==> config.mk <==
export PLATFORM = sky130hd
export DESIGN_NAME = predictive_hysteresis_heater_control
export DESIGN_NICKNAME = d
export VERILOG_FILES = /design/src/rtl/phhc_pkg.sv /design/src/rtl/predictive_hysteresis_heater_control.sv /design/src/rtl/phhc_csr.sv /design/src/rtl/phhc_core.sv
export SDC_FILE = /design/constraint.sdc
export NUM_CORES = 1
export LEC_CHECK = 0
export ABC_AREA = 0
export BUFFER_PORTS_ARGS = -buffer_cell sky130_fd_sc_hd__clkbuf_2
export CAP_MARGIN = 20
export CORE_ASPECT_RATIO = 0.75
export CORE_UTILIZATION = 45
export DETAILED_ROUTE_END_ITERATION = 8
export HOLD_SLACK_MARGIN = 0.12
export PLACE_DENSITY_LB_ADDON = 0.1
export RECOVER_POWER = 100
export SETUP_SLACK_MARGIN = 0.1
export SLEW_MARGIN = 30
export SYNTH_ARGS = -nofsm -noshare
export SYNTH_HDL_FRONTEND = slang
export SYNTH_SLANG_ARGS = --single-unit
==> constraint.sdc <==
create_clock -name clock -period 7.8 [get_ports clock]
set_input_delay 0 -clock clock [delete_from_list [all_inputs] [get_ports clock]]
set_output_delay 0 -clock clock [all_outputs]
set_load 0.02 [all_outputs]
==> src/rtl/phhc_pkg.sv <==
// ----------------------------------------------------------------------------
// phhc_pkg
// Types, constants and helper functions for the predictive heater control.
// ----------------------------------------------------------------------------
package phhc_pkg;

   // Field widths.
   localparam int TEMP_W      = 12;
   localparam int GAIN_W      = 6;
   localparam int HYST_W      = 8;
   localparam int RATE_W      = 13;
   localparam int PRED_W      = 20;
   localparam int COUNT_W     = 4;
   localparam int REQ_TDATA_W = 16;
   localparam int RSP_TDATA_W = 24;
   localparam int CSR_INDEX_W = 2;
   localparam int CSR_DATA_W  = 12;

   // Register indexes on the configuration port.
   localparam logic [CSR_INDEX_W-1:0] CSR_SETPOINT   = 2'd0;
   localparam logic [CSR_INDEX_W-1:0] CSR_GAIN       = 2'd1;
   localparam logic [CSR_INDEX_W-1:0] CSR_HYSTERESIS = 2'd2;

   // Register reset values.
   localparam logic [TEMP_W-1:0] SETPOINT_RST   = 12'd0;
   localparam logic [GAIN_W-1:0] GAIN_RST       = 6'd10;
   localparam logic [HYST_W-1:0] HYSTERESIS_RST = 8'd20;

   // Stall throttle limits.
   localparam logic signed [RATE_W-1:0]  RATE_STALL_MAX = 13'sd2;
   localparam logic signed [COUNT_W-1:0] THROTTLE_START = 4'sd4;
   localparam logic signed [COUNT_W-1:0] THROTTLE_END   = -4'sd3;

   // Divide by three through a reciprocal: (g * 43) >> 7 is exact for g below 128.
   localparam int GAIN_DIV3_MUL   = 43;
   localparam int GAIN_DIV3_SHIFT = 7;
   localparam int GAIN_DIV3_W     = 12;

   // Decision codes reported with each result word.
   typedef enum logic [1:0] {
      DEC_HOLD = 2'd0,
      DEC_OFF  = 2'd1,
      DEC_ON   = 2'd2
   } decision_type;

   // Configuration register set.
   typedef struct packed {
      logic [TEMP_W-1:0] setpoint;
      logic [GAIN_W-1:0] predict_gain;
      logic [HYST_W-1:0] hysteresis;
   } cfg_type;

   // One result word; heater_on lands in the lowest bit when packed.
   typedef struct packed {
      logic signed [RATE_W-1:0] temp_rate;
      logic                     throttle_active;
      decision_type             decision;
      logic                     heater_on;
   } result_type;

   // Gain divided by three, rounded down.
   function automatic logic [GAIN_W-2:0] gain_div3(input logic [GAIN_W-1:0] gain);
      logic [GAIN_DIV3_W-1:0] prod;
      prod = GAIN_DIV3_W'(gain) * GAIN_DIV3_W'(GAIN_DIV3_MUL);
      return prod[GAIN_DIV3_SHIFT +: (GAIN_W-1)];
   endfunction

endpackage

==> src/rtl/predictive_hysteresis_heater_control.sv <==
// ----------------------------------------------------------------------------
// predictive_hysteresis_heater_control
// Bang-bang heater control with a predictive dead band and stall throttle.
//
//   Channel  Direction  Word contents (lowest bit first)
//   req_     in         measured_temp[11:0], zero pad to 16 bits
//   rsp_     out        heater_on, decision[1:0], throttle_active,
//                       temp_rate[12:0], zero pad to 24 bits
//   csr_     in         write enable, register index, write data
//
// One word per cycle is accepted and returned while rsp_ does not stall.
// An accepted word passes through the input register and then the result
// register, which offers it on rsp_.
// Reset is synchronous: registers return to their defaults, the heater is
// off and both stages empty. A stall on rsp_ holds the result register and
// the input register still takes one more word before req_tready drops.
// ----------------------------------------------------------------------------
module predictive_hysteresis_heater_control (
   input  logic                             clock,
   input  logic                             reset,
   // measured_temp[11:0]
   input  logic [phhc_pkg::REQ_TDATA_W-1:0] req_tdata,
   input  logic                             req_tvalid,
   output logic                             req_tready,
   // heater_on, decision[1:0], throttle_active, temp_rate[12:0]
   output logic [phhc_pkg::RSP_TDATA_W-1:0] rsp_tdata,
   output logic                             rsp_tvalid,
   input  logic                             rsp_tready,
   input  logic                             csr_we,
   input  logic [phhc_pkg::CSR_INDEX_W-1:0] csr_index,
   input  logic [phhc_pkg::CSR_DATA_W-1:0]  csr_wdata
);
   import phhc_pkg::*;

   cfg_type           cfg;
   result_type        result;

   logic              in_vld_ff;
   logic              in_vld_in;
   logic [TEMP_W-1:0] in_temp_ff;
   logic              out_vld_ff;
   logic              out_vld_in;
   result_type        out_data_ff;
   logic              out_load;
   logic              fire;
   logic              accept;

   phhc_csr u_csr (
      .clock     (clock),
      .reset     (reset),
      .csr_we    (csr_we),
      .csr_index (csr_index),
      .csr_wdata (csr_wdata),
      .cfg       (cfg)
   );

   phhc_core u_core (
      .clock  (clock),
      .reset  (reset),
      .fire   (fire),
      .temp   (in_temp_ff),
      .cfg    (cfg),
      .result (result)
   );

   // Handshake: the result register loads when empty or being drained.
   assign out_load   = !out_vld_ff || rsp_tready;
   assign fire       = in_vld_ff && out_load;
   assign req_tready = !in_vld_ff || out_load;
   assign accept     = req_tvalid && req_tready;

   assign in_vld_in  = accept ? 1'b1 : (fire ? 1'b0 : in_vld_ff);
   assign out_vld_in = out_load ? in_vld_ff : out_vld_ff;

   // Stage valid bits.
   always_ff @(posedge clock) begin
      if (reset) begin
         in_vld_ff  <= 1'b0;
         out_vld_ff <= 1'b0;
      end else begin
         in_vld_ff  <= in_vld_in;
         out_vld_ff <= out_vld_in;
      end
   end

   // Payload registers.
   always_ff @(posedge clock) begin
      if (accept) begin
         in_temp_ff <= req_tdata[TEMP_W-1:0];
      end
      if (fire) begin
         out_data_ff <= result;
      end
   end

   assign rsp_tvalid = out_vld_ff;
   assign rsp_tdata  = {(RSP_TDATA_W - $bits(result_type))'(0), out_data_ff};

endmodule

==> src/rtl/phhc_csr.sv <==
// ----------------------------------------------------------------------------
// phhc_csr
// Configuration registers written through the plain write port.
// ----------------------------------------------------------------------------
module phhc_csr (
   input  logic                             clock,
   input  logic                             reset,
   input  logic                             csr_we,
   input  logic [phhc_pkg::CSR_INDEX_W-1:0] csr_index,
   input  logic [phhc_pkg::CSR_DATA_W-1:0]  csr_wdata,
   output phhc_pkg::cfg_type                cfg
);
   import phhc_pkg::*;

   cfg_type cfg_ff;
   cfg_type cfg_in;

   // Decode the write; an unknown index leaves everything as it is.
   always_comb begin
      cfg_in = cfg_ff;
      if (csr_we) begin
         unique case (csr_index)
            CSR_SETPOINT:   cfg_in.setpoint     = csr_wdata[TEMP_W-1:0];
            CSR_GAIN:       cfg_in.predict_gain = csr_wdata[GAIN_W-1:0];
            CSR_HYSTERESIS: cfg_in.hysteresis   = csr_wdata[HYST_W-1:0];
            default:        cfg_in = cfg_ff;
         endcase
      end
   end

   always_ff @(posedge clock) begin
      if (reset) begin
         cfg_ff.setpoint     <= SETPOINT_RST;
         cfg_ff.predict_gain <= GAIN_RST;
         cfg_ff.hysteresis   <= HYSTERESIS_RST;
      end else begin
         cfg_ff <= cfg_in;
      end
   end

   assign cfg = cfg_ff;

endmodule

==> src/rtl/phhc_core.sv <==
// ----------------------------------------------------------------------------
// phhc_core
// Rate, prediction, dead band decision and stall throttle for one sample.
// ----------------------------------------------------------------------------
module phhc_core (
   input  logic                        clock,
   input  logic                        reset,
   input  logic                        fire,
   input  logic [phhc_pkg::TEMP_W-1:0] temp,
   input  phhc_pkg::cfg_type           cfg,
   output phhc_pkg::result_type        result
);
   import phhc_pkg::*;

   // Controller state.
   logic [TEMP_W-1:0]         prev_temp_ff;
   logic [TEMP_W-1:0]         prev_temp_in;
   logic                      first_ff;
   logic                      first_in;
   logic                      throttling_ff;
   logic                      throttling_in;
   logic signed [COUNT_W-1:0] count_ff;
   logic signed [COUNT_W-1:0] count_in;
   logic                      heater_ff;
   logic                      heater_in;

   logic [TEMP_W-1:0]         prev_eff;
   logic signed [RATE_W-1:0]  rate;
   logic [GAIN_W-1:0]         gain_sel;
   logic signed [PRED_W-1:0]  prod;
   logic signed [PRED_W-1:0]  pred;
   logic signed [PRED_W-1:0]  band_hi;
   logic signed [PRED_W-1:0]  band_lo;
   logic signed [PRED_W-1:0]  half;
   logic signed [PRED_W-1:0]  sp;
   logic                      req_off;
   logic                      req_on;
   logic                      force_off;
   logic signed [COUNT_W-1:0] count_dec;
   logic signed [COUNT_W-1:0] count_inc;
   decision_type              decision;

   // Rate since the last sample; the first sample counts as unchanged.
   assign prev_eff = first_ff ? temp : prev_temp_ff;
   assign rate     = signed'({1'b0, temp}) - signed'({1'b0, prev_eff});

   // Extrapolate with the full gain when rising, a third of it when falling.
   assign gain_sel = rate[RATE_W-1] ? {1'b0, gain_div3(cfg.predict_gain)} : cfg.predict_gain;
   assign prod     = PRED_W'(rate) * PRED_W'(signed'({1'b0, gain_sel}));
   assign pred     = prod + PRED_W'(signed'({1'b0, temp}));

   // Dead band of half the hysteresis on each side of the setpoint.
   assign sp      = PRED_W'(signed'({1'b0, cfg.setpoint}));
   assign half    = PRED_W'(signed'({1'b0, cfg.hysteresis[HYST_W-1:1]}));
   assign band_hi = sp + half;
   assign band_lo = sp - half;
   assign req_off = pred > band_hi;
   assign req_on  = !req_off && (pred < band_lo);

   // Stall throttle: counts low-rate samples while not asked off, then holds off.
   assign count_dec = count_ff - 4'sd1;
   assign count_inc = count_ff + 4'sd1;

   always_comb begin
      throttling_in = throttling_ff;
      count_in      = count_ff;
      priority if (req_off) begin
         throttling_in = 1'b0;
         count_in      = '0;
      end else if (throttling_ff) begin
         throttling_in = count_dec > THROTTLE_END;
         count_in      = (count_dec > THROTTLE_END) ? count_dec : '0;
      end else if (rate <= RATE_STALL_MAX) begin
         throttling_in = count_inc >= THROTTLE_START;
         count_in      = count_inc;
      end else begin
         count_in = '0;
      end
   end

   // Heater drive and the reported decision.
   assign force_off = req_off || throttling_in;

   always_comb begin
      priority if (force_off) begin
         heater_in = 1'b0;
         decision  = DEC_OFF;
      end else if (req_on) begin
         heater_in = 1'b1;
         decision  = DEC_ON;
      end else begin
         heater_in = heater_ff;
         decision  = DEC_HOLD;
      end
   end

   assign prev_temp_in = temp;
   assign first_in     = 1'b0;

   // State advances once per sample handed on to the result register.
   always_ff @(posedge clock) begin
      if (reset) begin
         prev_temp_ff  <= '0;
         first_ff      <= 1'b1;
         throttling_ff <= 1'b0;
         count_ff      <= '0;
         heater_ff     <= 1'b0;
      end else if (fire) begin
         prev_temp_ff  <= prev_temp_in;
         first_ff      <= first_in;
         throttling_ff <= throttling_in;
         count_ff      <= count_in;
         heater_ff     <= heater_in;
      end
   end

   assign result.temp_rate       = rate;
   assign result.throttle_active = throttling_in;
   assign result.decision        = decision;
   assign result.heater_on       = heater_in;

endmodule

==> flow_summary.yaml <==
critical_path:
  regToRegStartpoint: "u_csr.cfg[11]"
  ff2ff_path_depth: 34
  critPathBufInv: 4
  crit_top_cell: "fa_1"
  worst_ep_arrival_time_ps: 8380
  cpPeakStageDelay_ps: 530
  crit_path_start_kind: "flop"
  crit_type: "reg2reg"
  regToRegEndpoint: "rsp_tdata[2]"
  worst_path_max_delay_cell: "fa_1"
  crit_path_max_fanout: 6
  crit_required_ps: 7910
  regToRegSetupSlack_ps: -470
  setup.worst_path.end_class: "flop"
  cp_top_family: "adder cells"
min_path:
  worst_hold_path.num_cells: 2
  holdCritPathClass: "in2reg"
  holdCritStartpoint: "reset"
  hold_end: "u_csr.cfg[5]"
timing:
  slew_of_the_pin_with_the_lowest_slew_margin_ps: 896.6
  whs_ps: 234.1
  layout_min_cycle_time_ps: 8268
  setup_viol: 10
  clock-skew-final_ps: 9.428
  final_critical_path_setup_slack_ps: -468.4
  setup_repair_after_global_routing_missed_its_margin: "true"
  max_freq_mhz: 120.9
  totalNegativeSetupSlack_ps: -2827
  finalMaxSlewViolations: 0
  report.final.hold_viol_count: 0
  maxSlewHeadroom_pct: 40.19
  period_share_pct: 106.0
route:
  route.detailed.vias_per_inst: 5.137
  final_antenna_violating_net_count: 0
  remaining_drc_errors: 0
  dr_total_vias: 7705
  routed_wire_length_um: 23500
  detail_route.iter0.violations: 370
  routed_wire_length_per_instance_um: 15.66
  dr.pass1.iters: 5
yosys:
  ys_warn_count: 0
  synth_largest_type_area_fraction_pct: 17.57
  synth-main-ff-cell: "dfxtp_1"
  cells_after_synth: 1062
  synth_seq_cells: 75
  synth_async_sr_flop_share_pct: 0
  yosysTopAreaCell: "ha_1"
  synth_area_leaders: "ha_1, fa_1, dfxtp_1"
  yosysSeqAreaShare_pct: 19.35
  synth-edff-count: 29
  netlist_area_mm2: 0.009260
  ys_types: 75
  synth_area_per_cell_um2: 8.720
outcome:
  run_status: "finished, violations left"
  violations_in_the_final_reports: "setup timing"
layout:
  diodes: 0
  post_route_cells_drive_above_1_share_pct: 21.74
  area_growth_pct: 25.70
  finish.net_count: 1475
  stdcell_area_mm2: 0.01164
placement:
  postPlaceCellArea_mm2: 0.01077
  io_buffer_count: 49
  weighted_congestion_at_the_end_of_routability_driven_global_placement: 0.8713
  place_hpwl_um: 18800
  post-place-ws_ps: -630.4
clock_network:
  clock_tree_from_tritoncts: "built"
  clk_pin_slew_ps: 70
  clockBufferDepth: 2
  cts_num_sinks: 75
  cts_made_buffers: 9
  clock_tree.root_cell: "clkbuf_16"
  htreeDepth: 3
  clkLatencyLatePin_ps: 350
global_routing:
  first_global_vias: 7610
  grt_overflow: 0
  grt_usage_pct: 23.93
  grt_antenna_before_repair: 0
  pin_count_of_the_biggest_net_entering_global_routing: 47
  first_pass_grt_wire_length_um: 39840
floorplan:
  width_of_the_die_um: 167.6
  design.core.area_mm2: 0.02021
  die-area_mm2: 0.02116
  die_height_um: 126.2
  start_util_pct: 45.81
  placement_rows: 45
  ios: 61
run:
  max_cap_violations: 0
repair_timing:
item | in CTS | in global routing
pin swaps | 43 | 15
resized for setup | 40 | 12
hold buffers | 27 | 0
setup buffers | 9 | 3
gates cloned | 1 | 0
endpoints found under the setup margin | 10 | 10
endpoints found under the hold margin | 39 | 0
layer usage:
layer | GRT usage (%) | vias up | share of wire (%)
met3 | 4.840 | 18 | 5.9
met1 | 36.05 | 3645 | 53
met4 | 4.695 | 0 | 1.0
li1 | - | 3870 | -
met5 | 0 | - | 0
met2 | 35.15 | 172 | 40
area by class of cell:
type / count / area (µm²)
fillers: 1840 / 8573
multi-input cells: 772 / 7067
flip-flops and latches: 75 / 1810
repair buffers: 197 / 1441
inverters: 182 / 683.2
well taps: 258 / 322.8
clock buffers: 12 / 279.0
clock inverters: 4 / 36.28
cells in the final DEF, fill, tap and decap left out, types with 5 or more instances in the layout:
cell and count:
clkbuf_2 27, ha_4 15, conb_1 9, o211ai_1 14, o21a_1 9, or4_1 5, inv_1 169, mux2i_1 33
fa_1 65, xor2_1 18, buf_4 112, and3_1 9, ha_1 113, nand3_1 9, and2_1 12, o21ai_0 23
a21oi_2 8, nand2_1 91, o21ai_1 5, nor2_1 73, nand2_2 9, dfxtp_4 5, a21o_1 15, fa_2 8
nor2b_1 10, nor4_1 7, xnor2_2 8, inv_2 13, nor3b_1 5, clkbuf_1 24, dfxtp_1 41, nor3_1 9
nand2b_1 15, dlygate4sd3_1 27, clkbuf_16 11, edfxtp_1 29, xnor2_1 30, a21oi_1 51
through the flow:
step	cells	util [%]
final	1500	57.59
after global routing	1500	57.59
after CTS	1497	57.46
after detailed placement	1444	53.27
after global placement	1444	53.26
after floorplan	1069	-
registers in the layout, summed over array words and instances (netlist names):
register	flops
u_core.first_ff	1
u_core.heater_ff	1
u_csr.cfg	25
u_core.count_ff	4
rsp_tvalid	1
rsp_tdata	17
in_vld_ff	1
u_core.prev_temp_ff	12
u_core.throttling_ff	1
in_temp_ff	12
logic make-up after synthesis:
group / after synthesis / share of synthesized area, %
fa+ha+maj: 203 / 33.35
other cells: 2 / 0.08110
flops: 75 / 19.35
simple gates: 281 / 14.24
mux: 35 / 3.810
compound gates: 187 / 14.32
xor+xnor: 56 / 5.459
buf+inv: 223 / 9.391
how the worst max path moves through the flow:
stage	startpoint	end	slack, ps	cells past startpoint
6_report	u_csr.cfg[11]	rsp_tdata[2]	-470	34
5_1_grt	u_csr.cfg[11]	rsp_tdata[2]	-790	34
4_1_cts	u_csr.cfg[11]	rsp_tdata[2]	-420	34
3_5_place_dp	u_csr.cfg[11]	rsp_tdata[2]	-630	35
3_3_place_gp	u_csr.cfg[11]	rsp_tdata[2]	-400	35
2_1_floorplan	u_csr.cfg[9]	rsp_tdata[0]	30	36
synth_stat cells, types with 4 or more instances:
cell / count
ha_1: 130
o21ai_1: 8
xnor2_1: 36
nor4_1: 8
edfxtp_1: 29
buf_2: 5
mux2i_1: 33
and2_1: 13
or3_1: 4
o21a_1: 9
nand2_1: 101
clkbuf_1: 26
xor2_1: 18
fa_1: 73
inv_1: 180
dfxtp_1: 46
and3_1: 9
or4_1: 5
a21o_1: 17
nand3_1: 13
a31oi_1: 4
nor2b_1: 10
buf_4: 7
o211ai_1: 14
a21oi_1: 58
nor3_1: 10
o21ai_0: 23
a211o_1: 4
nand2b_1: 15
nor3b_1: 6
nor2_1: 76
Power is left out: the tool's default activity adds up to more than one toggle a clock period on the data nets, which glitch-free logic cannot reach.
